### config.mk
export PLATFORM = sky130hd
export DESIGN_NAME = mprt_ctrl
export DESIGN_NICKNAME = d
export VERILOG_FILES = /design/src/hdl/mprt_pkg.sv /design/src/hdl/mprt_ctrl.sv
export SDC_FILE = /design/constraint.sdc
export NUM_CORES = 1
export LEC_CHECK = 0
export BUFFER_PORTS_ARGS = -buffer_cell sky130_fd_sc_hd__buf_2
export CAP_MARGIN = 15
export CORE_MARGIN = 2
export CORE_UTILIZATION = 39
export DETAILED_ROUTE_END_ITERATION = 8
export PLACE_DENSITY_LB_ADDON = 0.2
export SETUP_SLACK_MARGIN = 0.02
export SKIP_LAST_GASP = 1
export SYNTH_ARGS = -nofsm -noshare
export SYNTH_HDL_FRONTEND = slang
export SYNTH_SLANG_ARGS = --single-unit
### constraint.sdc
create_clock -name clk -period 4.5 [get_ports clk]
set_input_delay 0.675 -clock clk [delete_from_list [all_inputs] [get_ports clk]]
set_output_delay 0.675 -clock clk [all_outputs]
set_load 0.02 [all_outputs]
### src/hdl/mprt_pkg.sv
// Shared constants, types and tables for the pinch and rotate tracker.
`default_nettype none
package mprt_pkg;
  localparam int MaxTouches = 10;
  localparam int SlotW = $clog2(MaxTouches);

  localparam logic [1:0] KIND_BEGIN = 2'd0;
  localparam logic [1:0] KIND_UPDATE = 2'd1;
  localparam logic [1:0] KIND_END = 2'd2;
  localparam logic [1:0] KIND_UNUSED = 2'd3;

  localparam logic signed [23:0] HALF_PI_Z = 24'sd1647099;
  localparam logic signed [15:0] ANGLE_MAX = 16'sd12868;

  // Datapath commands issued by the controller.
  typedef struct packed {
    logic load_in;      // latch input beat
    logic lookup;       // resolve id, update or claim slot
    logic free_slot;    // end event
    logic pair_setup;   // latch pair differences
    logic sq_x;         // dx*dx
    logic sq_y;         // dy*dy
    logic sqrt_init;
    logic sqrt_step;
    logic cordic_init;
    logic cordic_step;
    logic div_init;
    logic div_step;
    logic save_ref;
    logic emit_pan;
    logic emit_pinch;
  } mprt_cmd_t;

  typedef struct packed {
    logic [1:0] kind;
    logic       slot_ok;     // found or claimed a slot
    logic [3:0] count;
    logic       pair_ok;
    logic       pan_ok;
    logic       small_ref;
  } mprt_sts_t;

  function automatic logic [23:0] atan_lut(input logic [4:0] i);
    case (i)
      5'd0: atan_lut = 24'd823550;
      5'd1: atan_lut = 24'd486170;
      5'd2: atan_lut = 24'd256879;
      5'd3: atan_lut = 24'd130396;
      5'd4: atan_lut = 24'd65451;
      5'd5: atan_lut = 24'd32757;
      5'd6: atan_lut = 24'd16383;
      5'd7: atan_lut = 24'd8192;
      5'd8: atan_lut = 24'd4096;
      5'd9: atan_lut = 24'd2048;
      5'd10: atan_lut = 24'd1024;
      5'd11: atan_lut = 24'd512;
      5'd12: atan_lut = 24'd256;
      5'd13: atan_lut = 24'd128;
      5'd14: atan_lut = 24'd64;
      5'd15: atan_lut = 24'd32;
      5'd16: atan_lut = 24'd16;
      5'd17: atan_lut = 24'd8;
      5'd18: atan_lut = 24'd4;
      5'd19: atan_lut = 24'd2;
      default: atan_lut = 24'd0;
    endcase
  endfunction
endpackage
`default_nettype wire

### src/hdl/mprt_ctrl.sv
// Controller state machine sequencing one touch event through the datapath.
`default_nettype none
module mprt_ctrl (
  input  wire logic                clk,
  input  wire logic                rst_n,
  input  wire logic                in_valid,
  output logic                     in_stall,
  output logic                     out_valid,
  input  wire logic                out_stall,
  input  wire mprt_pkg::mprt_sts_t sts,
  output mprt_pkg::mprt_cmd_t      cmd
);
  import mprt_pkg::*;

  localparam logic [3:0] S_IDLE = 4'd0;
  localparam logic [3:0] S_LOOK = 4'd1;
  localparam logic [3:0] S_DECIDE = 4'd2;
  localparam logic [3:0] S_SQX = 4'd3;
  localparam logic [3:0] S_SQY = 4'd4;
  localparam logic [3:0] S_INIT = 4'd5;
  localparam logic [3:0] S_ITER = 4'd6;
  localparam logic [3:0] S_DINIT = 4'd7;
  localparam logic [3:0] S_DIV = 4'd8;
  localparam logic [3:0] S_FIN = 4'd9;
  localparam logic [3:0] S_SETUP = 4'd10;

  logic [3:0] state_r, state_nxt;
  logic [5:0] step_r, step_nxt;
  logic       pinch_r, pinch_nxt;   // update (result) versus begin (refs only)
  logic       out_valid_r, out_valid_nxt;

  assign in_stall = (state_r != S_IDLE) || out_valid_r;
  assign out_valid = out_valid_r;

  always_comb begin
    state_nxt = state_r;
    step_nxt = step_r;
    pinch_nxt = pinch_r;
    out_valid_nxt = out_valid_r && out_stall;
    cmd = '0;
    case (state_r)
      S_IDLE: begin
        if (in_valid && !out_valid_r) begin
          cmd.load_in = 1'b1;
          state_nxt = S_LOOK;
        end
      end
      S_LOOK: begin
        if (sts.kind == KIND_END) begin
          cmd.free_slot = 1'b1;
          state_nxt = S_IDLE;
        end else if (sts.kind == KIND_UNUSED) begin
          state_nxt = S_IDLE;
        end else begin
          cmd.lookup = 1'b1;
          state_nxt = S_DECIDE;
        end
      end
      S_DECIDE: begin
        state_nxt = S_IDLE;
        if (sts.slot_ok) begin
          if (sts.count == 4'd2 && sts.pair_ok) begin
            cmd.pair_setup = 1'b1;
            pinch_nxt = (sts.kind == KIND_UPDATE);
            state_nxt = S_SETUP;
          end else if (sts.kind == KIND_UPDATE && sts.count == 4'd1 && sts.pan_ok) begin
            cmd.emit_pan = 1'b1;
            out_valid_nxt = 1'b1;
          end
        end
      end
      S_SETUP: begin
        cmd.sq_x = 1'b1;
        state_nxt = S_SQX;
      end
      S_SQX: begin
        cmd.sq_y = 1'b1;
        state_nxt = S_SQY;
      end
      S_SQY: begin
        cmd.sqrt_init = 1'b1;
        cmd.cordic_init = 1'b1;
        step_nxt = '0;
        state_nxt = S_ITER;
      end
      S_ITER: begin
        cmd.sqrt_step = 1'b1;
        if (step_r < 6'd20) cmd.cordic_step = 1'b1;
        step_nxt = step_r + 6'd1;
        if (step_r == 6'd24) state_nxt = S_INIT;
      end
      S_INIT: begin
        if (pinch_r) begin
          cmd.div_init = 1'b1;
          step_nxt = '0;
          state_nxt = S_DIV;
        end else begin
          cmd.save_ref = 1'b1;
          state_nxt = S_IDLE;
        end
      end
      S_DIV: begin
        cmd.div_step = 1'b1;
        step_nxt = step_r + 6'd1;
        if (step_r == 6'd40) state_nxt = S_FIN;
      end
      S_FIN: begin
        cmd.emit_pinch = 1'b1;
        cmd.save_ref = 1'b1;
        out_valid_nxt = 1'b1;
        state_nxt = S_IDLE;
      end
      S_DINIT: state_nxt = S_IDLE;
      default: state_nxt = S_IDLE;
    endcase
  end

  always_ff @(posedge clk) begin
    if (!rst_n) begin
      state_r <= S_IDLE;
      step_r <= '0;
      pinch_r <= 1'b0;
      out_valid_r <= 1'b0;
    end else begin
      state_r <= state_nxt;
      step_r <= step_nxt;
      pinch_r <= pinch_nxt;
      out_valid_r <= out_valid_nxt;
    end
  end
endmodule
`default_nettype wire

==> out/metrics.json, run 1 <==
{
  "cp-startpoint": {"value": "state_r[1]$_SDFFE_PN0P_"},
  "clk-insertion-delay-late": {"value": 270, "unit": "ps"},
  "synth_compound_gate_area_share": {"value": 22.9, "unit": "%"},
  "max_stage_delay": {"value": 620, "unit": "ps"},
  "tritoncts.num_buffers": {"value": 3},
  "regToRegStartpoint": {"value": "state_r[1]$_SDFFE_PN0P_"},
  "post_synthesis_share_of_cell_area_spent_on_xor_and_xnor_gates": {"value": 0, "unit": "%"},
  "worstRegToRegCells": {"value": 4},
  "timing.critical_path.max_delay_family": {"value": "simple AND/OR/NAND/NOR gates"},
  "synth-async-reset-ratio": {"value": 0, "unit": "%"},
  "clk_transition_reported_paths": {"value": 80, "unit": "ps"},
  "final.min_clock_period": {"value": 2650, "unit": "ps"},
  "regToRegSetupSlack": {"value": 2640, "unit": "ps"},
  "design.portCount": {"value": 31},
  "hold_path.class": {"value": "reg2reg"},
  "synth.yosys.seq_area_share": {"value": 26.8, "unit": "%"},
  "grt_first_pass_wirelength": {"value": 3.54, "unit": "mm"},
  "synthesis.nets": {"value": 129},
  "clock_path_buffers": {"value": 2},
  "cts_root_buffer": {"value": "sky130_fd_sc_hd__clkbuf_4"},
  "total_leakage_power": {"value": 0.453, "unit": "nW"},
  "post-place-ws": {"value": 1950, "unit": "ps"},
  "cell_with_the_most_instances_after_synthesis": {"value": "sky130_fd_sc_hd__dfxtp_1"},
  "drcViolationCount": {"value": 0},
  "synth.cells.most_frequent": {"value": "12 x sky130_fd_sc_hd__dfxtp_1, 10 x sky130_fd_sc_hd__nand2_1, 7 x sky130_fd_sc_hd__nor2_1"},
  "synth.cell_area": {"value": 896, "unit": "sq um"},
  "start_kind": {"value": "flop"},
  "start_util": {"value": 40.9, "unit": "%"},
  "rows": {"value": 17},
  "vdd_ir_drop_max": {"value": 0.0000998, "unit": "V"},
  "synth_top_family_by_area": {"value": "simple AND/OR/NAND/NOR gates"},
  "synthesis.instances": {"value": 113},
  "synth-adder-area-share": {"value": 2.79, "unit": "%"},
  "routed-via-count": {"value": 897},
  "grt_util_all_layers": {"value": 17.3, "unit": "%"},
  "final_area": {"value": 1060, "unit": "sq um"},
  "total_core_area": {"value": 2190, "unit": "sq um"},
  "timing.critical_path.to_type": {"value": "primary output"},
  "setup_slack": {"value": 1850, "unit": "ps"},
  "avgRoutedWirePerCell": {"value": 12.7, "unit": "um"},
  "arrival": {"value": 1970, "unit": "ps"},
  "pin_count_of_the_biggest_net_entering_global_routing": {"value": 18},
  "worst-slew-pin-transition": {"value": 481, "unit": "ps"},
  "drtAntennaViolNets": {"value": 0},
  "slowest_stage": {"value": "sky130_fd_sc_hd__dfxtp_1"},
  "final_period_util": {"value": 58.9, "unit": "%"},
  "globalplace.congestion": {"value": 0.789},
  "number_of_antenna_violations_at_the_first_check_in_global_routing": {"value": 0},
  "die_width": {"value": 51.9, "unit": "um"},
  "max_cap_violations": {"value": 0},
  "synth_seq_cells": {"value": 12},
  "die_h": {"value": 51.9, "unit": "um"},
  "cts_hold_bufs": {"value": 0},
  "setup.worst_path.end": {"value": "cmd[11]"},
  "detail_route.iter0.violations": {"value": 11},
  "yosys-mux-area-fraction": {"value": 2.23, "unit": "%"},
  "outcome": {"value": "completed"},
  "post_cts.resized_instances": {"value": 0},
  "fin_nets": {"value": 155},
  "grt_pass1_vias": {"value": 803},
  "place_area": {"value": 1030, "unit": "sq um"},
  "final_hold_viol_count": {"value": 0},
  "grt-ovfl-total": {"value": 0},
  "place.port_buffers": {"value": 29},
  "setup_viol": {"value": 0},
  "worstHoldStart": {"value": "step_r[4]$_SDFFE_PN0P_"},
  "layout_stage_area_growth_over_the_synthesis_result": {"value": 17.9, "unit": "%"},
  "synth_cell_types": {"value": 42},
  "finalMaxSlewViolations": {"value": 0},
  "cts_max_level": {"value": 1},
  "setup_tns": {"value": 0, "unit": "ps"},
  "final_layout_size_suffix_gt1_share": {"value": 27.0, "unit": "%"},
  "yosys.area_share.simple": {"value": 38.0, "unit": "%"},
  "rsz_0062_raised_after_global_routing": {"value": "false"},
  "detail_route.first_pass.iterations": {"value": 4},
  "tritoncts_clock_tree": {"value": "yes"},
  "final_core_utilization": {"value": 48.2, "unit": "%"},
  "detailed_place_hpwl": {"value": 1.59, "unit": "mm"},
  "antenna_diode_count": {"value": 0},
  "timing.max_slew.rel_slack": {"value": 67.9, "unit": "%"},
  "path_class": {"value": "reg2out"},
  "path_max_fanout": {"value": 17},
  "post_cts.repair.setup_buffers": {"value": 0},
  "timing.critical_path.required": {"value": 3830, "unit": "ps"},
  "numClockSinks": {"value": 12},
  "ys_warn_count": {"value": 0},
  "buf_inv_stages_crit_path": {"value": 1},
  "skew": {"value": 3.00, "unit": "ps"},
  "cp_depth": {"value": 3},
  "worstReg2RegEnd": {"value": "pinch_r$_SDFFE_PN0P_"},
  "timing.fmax": {"value": 0.377, "unit": "GHz"},
  "synth_edf_count": {"value": 0},
  "detail_route.vias_per_cell": {"value": 5.44},
  "postSynthAreaPerCell": {"value": 7.93, "unit": "sq um"},
  "die_area": {"value": 2700, "unit": "sq um"},
  "synthDominantCellAreaShare": {"value": 26.8, "unit": "%"},
  "synth_area_leader_cell": {"value": "sky130_fd_sc_hd__dfxtp_1"},
  "main_synth_ff_type": {"value": "sky130_fd_sc_hd__dfxtp_1"},
  "power_per_cell_area": {"value": 192, "unit": "nW/um^2"},
  "worstPathCellList": {"value": "or3b_2 > nor4_4 > buf_2"},
  "synth.area.top_cells": {"value": "sky130_fd_sc_hd__dfxtp_1 27%, sky130_fd_sc_hd__nand2_1 4.2%, sky130_fd_sc_hd__nand2b_1 4.2%, sky130_fd_sc_hd__a2111o_1 3.8%, sky130_fd_sc_hd__a21oi_1 3.4%"},
  "route.final.wire_length": {"value": 2.09, "unit": "mm"}
}
## routing by layer
metal  vias up  wire [um]  GRT usage (%)
met5         -          0              0
met4         0         29           7.02
met3         4        111           2.87
met2        24       1050           29.3
met1       408        903           21.6
li1        461          -              -
## kinds of logic after synthesis
| family | Yosys count |
|---|---|
| muxes | 2 |
| AOI/OAI and AO/OA | 28 |
| adders and majority gates | 2 |
| DFF | 12 |
| buffers and inverters | 14 |
| and+or+nand+nor | 55 |
## worst min-delay path by stage
stage,endpoint,cells after the start
finish,step_r[4]$_SDFFE_PN0P_,2
global route,step_r[5]$_SDFFE_PN0P_,2
CTS,step_r[4]$_SDFFE_PN0P_,2
detailed placement,step_r[4]$_SDFFE_PN0P_,2
global placement,step_r[4]$_SDFFE_PN0P_,2
floorplan,step_r[4]$_SDFFE_PN0P_,2
## registers in the layout, summed over array words and instances, names as in the netlist
name,flops
step_r,6
pinch_r,1
state_r,4
out_valid,1
## cells in the final DEF (no fill, tap or decap), types with 3 or more instances in the layout
master	synthesis	final
sky130_fd_sc_hd__nand2b_1	6	6
sky130_fd_sc_hd__inv_1	6	6
sky130_fd_sc_hd__a2111o_1	3	3
sky130_fd_sc_hd__o21ai_0	3	3
sky130_fd_sc_hd__nor3_1	6	6
sky130_fd_sc_hd__dfxtp_1	12	12
sky130_fd_sc_hd__nand2_1	10	10
sky130_fd_sc_hd__o21a_1	4	4
sky130_fd_sc_hd__nor2_1	7	7
sky130_fd_sc_hd__buf_2	1	29
sky130_fd_sc_hd__nand3_1	3	3
sky130_fd_sc_hd__nor3b_1	3	3
sky130_fd_sc_hd__nor2b_1	4	4
sky130_fd_sc_hd__clkbuf_4	0	3
sky130_fd_sc_hd__a21oi_1	6	6
## worst reg2reg max path, cell delays in order (launching register included)
cell,delay [ps]
sky130_fd_sc_hd__dfxtp_1,620
sky130_fd_sc_hd__or3b_2,540
sky130_fd_sc_hd__nor4_4,320
sky130_fd_sc_hd__mux2i_1,220
sky130_fd_sc_hd__nor2b_1,60
## through the flow
step / std cells / hold WS, ps / power, mW
2_1_floorplan: 113 / 466 / 0.129
3_3_place_gp: 162 / 494 / 0.139
3_5_place_dp: 162 / 497 / 0.140
4_1_cts: 165 / 508 / 0.206
5_1_grt: 165 / 551 / 0.217
6_report: 165 / 510 / 0.203
## final cells by class
| type | instances | area (sq um) |
|---|---|---|
| tap | 28 | 35.0 |
| inverter | 6 | 22.5 |
| multi-input combinational | 87 | 591 |
| timing repair buffer | 29 | 145 |
| sequential | 12 | 240 |
| clock buffer | 3 | 22.5 |
| fill | 233 | 1130 |
## where the power goes
group / internal [mW] / total, mW / switching (mW)
clock: 0.0309 / 0.0657 / 0.0348
sequential: 0.107 / 0.111 / 0.00354
combinational: 0.0118 / 0.0263 / 0.0145
total: 0.150 / 0.203 / 0.0529
No activity file was read; power rests on OpenSTA's default activity.
==> run 2, diff against run 1 <==
==> constraint.sdc (replaced) <==
create_clock -name clk -period 2.2 [get_ports clk]
set_input_delay 0.33 -clock clk [delete_from_list [all_inputs] [get_ports clk]]
set_output_delay 0.33 -clock clk [all_outputs]
set_load 0.02 [all_outputs]
==> run 2 against run 1 <==
Clock power increased by 98%. Flip-flop and latch count is the same. Register-to-register slack got worse by 2300 ps. First-iteration DRC count up 55%. Critical path depth is the same. Clock skew is 0.71 ps higher. Combinational power rose by 140%. Via count is 0.45% higher. Critical endpoint unchanged. Largest cell class unchanged. Largest power group unchanged.
==> out/metrics.json, run 2 (synthesis results as in run 1) <==
{
  "outcome": {"value": "completed"},
  "arrival": {"value": 1770, "unit": "ps", "change": "-200 ps"},
  "hold_slack": {"value": 364, "unit": "ps", "change": "-146 ps"},
  "setup_viol": {"value": 0, "change": "unchanged"},
  "route.final.wire_length": {"value": 2.10, "unit": "mm", "change": "+0.43%"},
  "place_area": {"value": 1050, "unit": "sq um", "change": "+1.5%"},
  "post-place-ws": {"value": 345, "unit": "ps", "change": "-1600 ps"},
  "clock_path_buffers": {"value": 2, "change": "unchanged"},
  "cp-startpoint": {"value": "state_r[2]$_SDFFE_PN0P_"},
  "tritoncts.num_buffers": {"value": 3, "change": "unchanged"},
  "start_kind": {"value": "flop"},
  "die_width": {"value": 51.9, "unit": "um", "change": "unchanged"},
  "worstHoldStart": {"value": "out_stall"},
  "worst-slew-pin-transition": {"value": 489, "unit": "ps", "change": "+8.68 ps"},
  "routed-via-count": {"value": 901, "change": "+0.45%"},
  "largest_register_ff_count": {"value": 6, "change": "unchanged"},
  "layout_stage_area_growth_over_the_synthesis_result": {"value": 20.7, "unit": "%"},
  "die_area": {"value": 2700, "unit": "sq um", "change": "unchanged"},
  "grt_first_pass_wirelength": {"value": 3.55, "unit": "mm", "change": "+0.20%"},
  "avgRoutedWirePerCell": {"value": 12.5, "unit": "um", "change": "-1.4%"},
  "detail_route.first_pass.iterations": {"value": 4, "change": "unchanged"},
  "timing.max_slew.rel_slack": {"value": 67.1, "unit": "%", "change": "-0.81 points"},
  "timing.critical_path.required": {"value": 1870, "unit": "ps", "change": "-1960 ps"},
  "tritoncts_clock_tree": {"value": "yes"},
  "die_h": {"value": 51.9, "unit": "um", "change": "unchanged"},
  "power_per_cell_area": {"value": 381, "unit": "nW/um^2", "change": "+99%"},
  "setup_slack": {"value": 97.5, "unit": "ps", "change": "-1750 ps"},
  "pin_count_of_the_biggest_net_entering_global_routing": {"value": 17, "change": "-1"},
  "detail_route.iter0.violations": {"value": 17, "change": "+6"},
  "regToRegStartpoint": {"value": "state_r[2]$_SDFFE_PN0P_"},
  "final.fill_count": {"value": 212, "change": "-9.0%"},
  "drcViolationCount": {"value": 0, "change": "unchanged"},
  "final_area": {"value": 1080, "unit": "sq um", "change": "+2.4%"},
  "clk-insertion-delay-late": {"value": 260, "unit": "ps", "change": "about the same"},
  "total_leakage_power": {"value": 0.469, "unit": "nW", "change": "+3.6%"},
  "globalplace.congestion": {"value": 0.815, "change": "+3.3%"},
  "final_layout_size_suffix_gt1_share": {"value": 29.3, "unit": "%", "change": "+2.3 points"},
  "final.min_clock_period": {"value": 2100, "unit": "ps"},
  "grt_util_all_layers": {"value": 17.7, "unit": "%", "change": "+0.34 points"},
  "final_common_cell": {"value": "sky130_fd_sc_hd__buf_2"},
  "drtAntennaViolNets": {"value": 0, "change": "unchanged"},
  "total_core_area": {"value": 2190, "unit": "sq um", "change": "unchanged"},
  "rsz_0062_raised_after_global_routing": {"value": "false"},
  "path_max_fanout": {"value": 11, "change": "-6"},
  "grt-ovfl-total": {"value": 0, "change": "unchanged"},
  "setup_tns": {"value": 0, "unit": "ps", "change": "unchanged"},
  "design.portCount": {"value": 31, "change": "unchanged"},
  "clk_transition_reported_paths": {"value": 70, "unit": "ps", "change": "about the same"},
  "number_of_antenna_violations_at_the_first_check_in_global_routing": {"value": 0, "change": "unchanged"},
  "layout_common_cells": {"value": "29 x sky130_fd_sc_hd__buf_2, 12 x sky130_fd_sc_hd__dfxtp_1, 10 x sky130_fd_sc_hd__nand2_1"},
  "place.port_buffers": {"value": 29, "change": "unchanged"},
  "grt_pass1_vias": {"value": 785, "change": "-2.2%"},
  "cts_hold_bufs": {"value": 0, "change": "unchanged"},
  "final_hold_viol_count": {"value": 0, "change": "unchanged"},
  "cts_max_level": {"value": 1, "change": "unchanged"},
  "finalMaxSlewViolations": {"value": 0, "change": "unchanged"},
  "hold_path.class": {"value": "in2reg"},
  "largest_register": {"value": "step_r"},
  "cts_root_buffer": {"value": "sky130_fd_sc_hd__clkbuf_4"},
  "antenna_diode_count": {"value": 0, "change": "unchanged"},
  "path_class": {"value": "reg2out"},
  "rows": {"value": 17, "change": "unchanged"},
  "skew": {"value": 3.71, "unit": "ps", "change": "+0.706 ps"},
  "fin_nets": {"value": 158, "change": "+1.9%"},
  "detailed_place_hpwl": {"value": 1.60, "unit": "mm", "change": "+0.65%"},
  "numClockSinks": {"value": 12, "change": "unchanged"},
  "timing.critical_path.to_type": {"value": "primary output"},
  "max_cap_violations": {"value": 0, "change": "unchanged"},
  "timing.fmax": {"value": 0.476, "unit": "GHz"},
  "final_period_util": {"value": 95.6, "unit": "%"},
  "layout_cells_excl_fill": {"value": 168, "change": "+1.8%"},
  "largest_registers": {"value": "step_r: 6 flops, state_r: 4 flops"},
  "vdd_ir_drop_max": {"value": 0.000228, "unit": "V", "change": "+130%"},
  "placedCellCount": {"value": 164, "change": "+1.2%"},
  "start_util": {"value": 40.9, "unit": "%", "change": "unchanged"},
  "detail_route.vias_per_cell": {"value": 5.36, "change": "-1.3%"}
}
-- run 2: cell types whose count changed in the layout (fill, tap and decap cells not counted) --
cell,previous run,this run
sky130_fd_sc_hd__buf_4,0,3
sky130_fd_sc_hd__nand2b_1,6,5
sky130_fd_sc_hd__nand2b_2,0,1
-- run 2: timing repair --
item                       in CTS  in global routing
gates resized for setup         0                  1
buffers inserted                0                  1
setup endpoints to repair       0                  2
-- run 2: worst paths after layout --
kind                                                to  slack, ps  depth (start not counted)
worst max-delay path                           cmd[11]        100                          3
worst max register to register    pinch_r$_SDFFE_PN0P_        380                          5
worst min register to register  step_r[4]$_SDFFE_PN0P_        510                          2
worst min-delay path              out_valid$_SDFF_PN0_        360                          3
-- run 2: stage by stage --
stage | total power, mW | utilization, %
6_report | 0.412 | 49.3
5_1_grt | 0.439 | 49.3
4_1_cts | 0.420 | 48.9
3_5_place_dp | 0.287 | 47.9
3_3_place_gp | 0.287 | 47.9
2_1_floorplan | 0.264 | -
-- run 2: routing by layer --
metal | vias up | GRT usage, % | part of all wire (%)
met3 | 2 | 3.45 | 5.2
met5 | - | 0 | 0
met2 | 20 | 26.4 | 44
li1 | 468 | - | -
met4 | 0 | 5.26 | 0.67
met1 | 411 | 25.4 | 50
-- run 2: power by group --
part           switching, mW  internal (mW)  leakage [nW]
clock                 0.0666         0.0631        0.0138
combinational         0.0358         0.0264         0.359
sequential           0.00145          0.219        0.0969
-- run 2: worst max-delay path, stage by stage, from the launching register on --
cell and delay [ps]:
sky130_fd_sc_hd__dfxtp_1 410, sky130_fd_sc_hd__or4b_4 570, sky130_fd_sc_hd__nor4_4 320, sky130_fd_sc_hd__buf_2 210
-- run 2: cell type report --
| class | count | area (sq um) | share of cell area (%) |
|---|---|---|---|
| Clock buffer | 3 | 22.5 | 2.08 |
| Inverter | 6 | 22.5 | 2.08 |
| Timing Repair Buffer | 32 | 168 | 15.5 |
| Tap cell | 28 | 35.0 | 3.24 |
| Sequential cell | 12 | 240 | 22.2 |
| Multi-Input combinational cell | 87 | 593 | 54.9 |
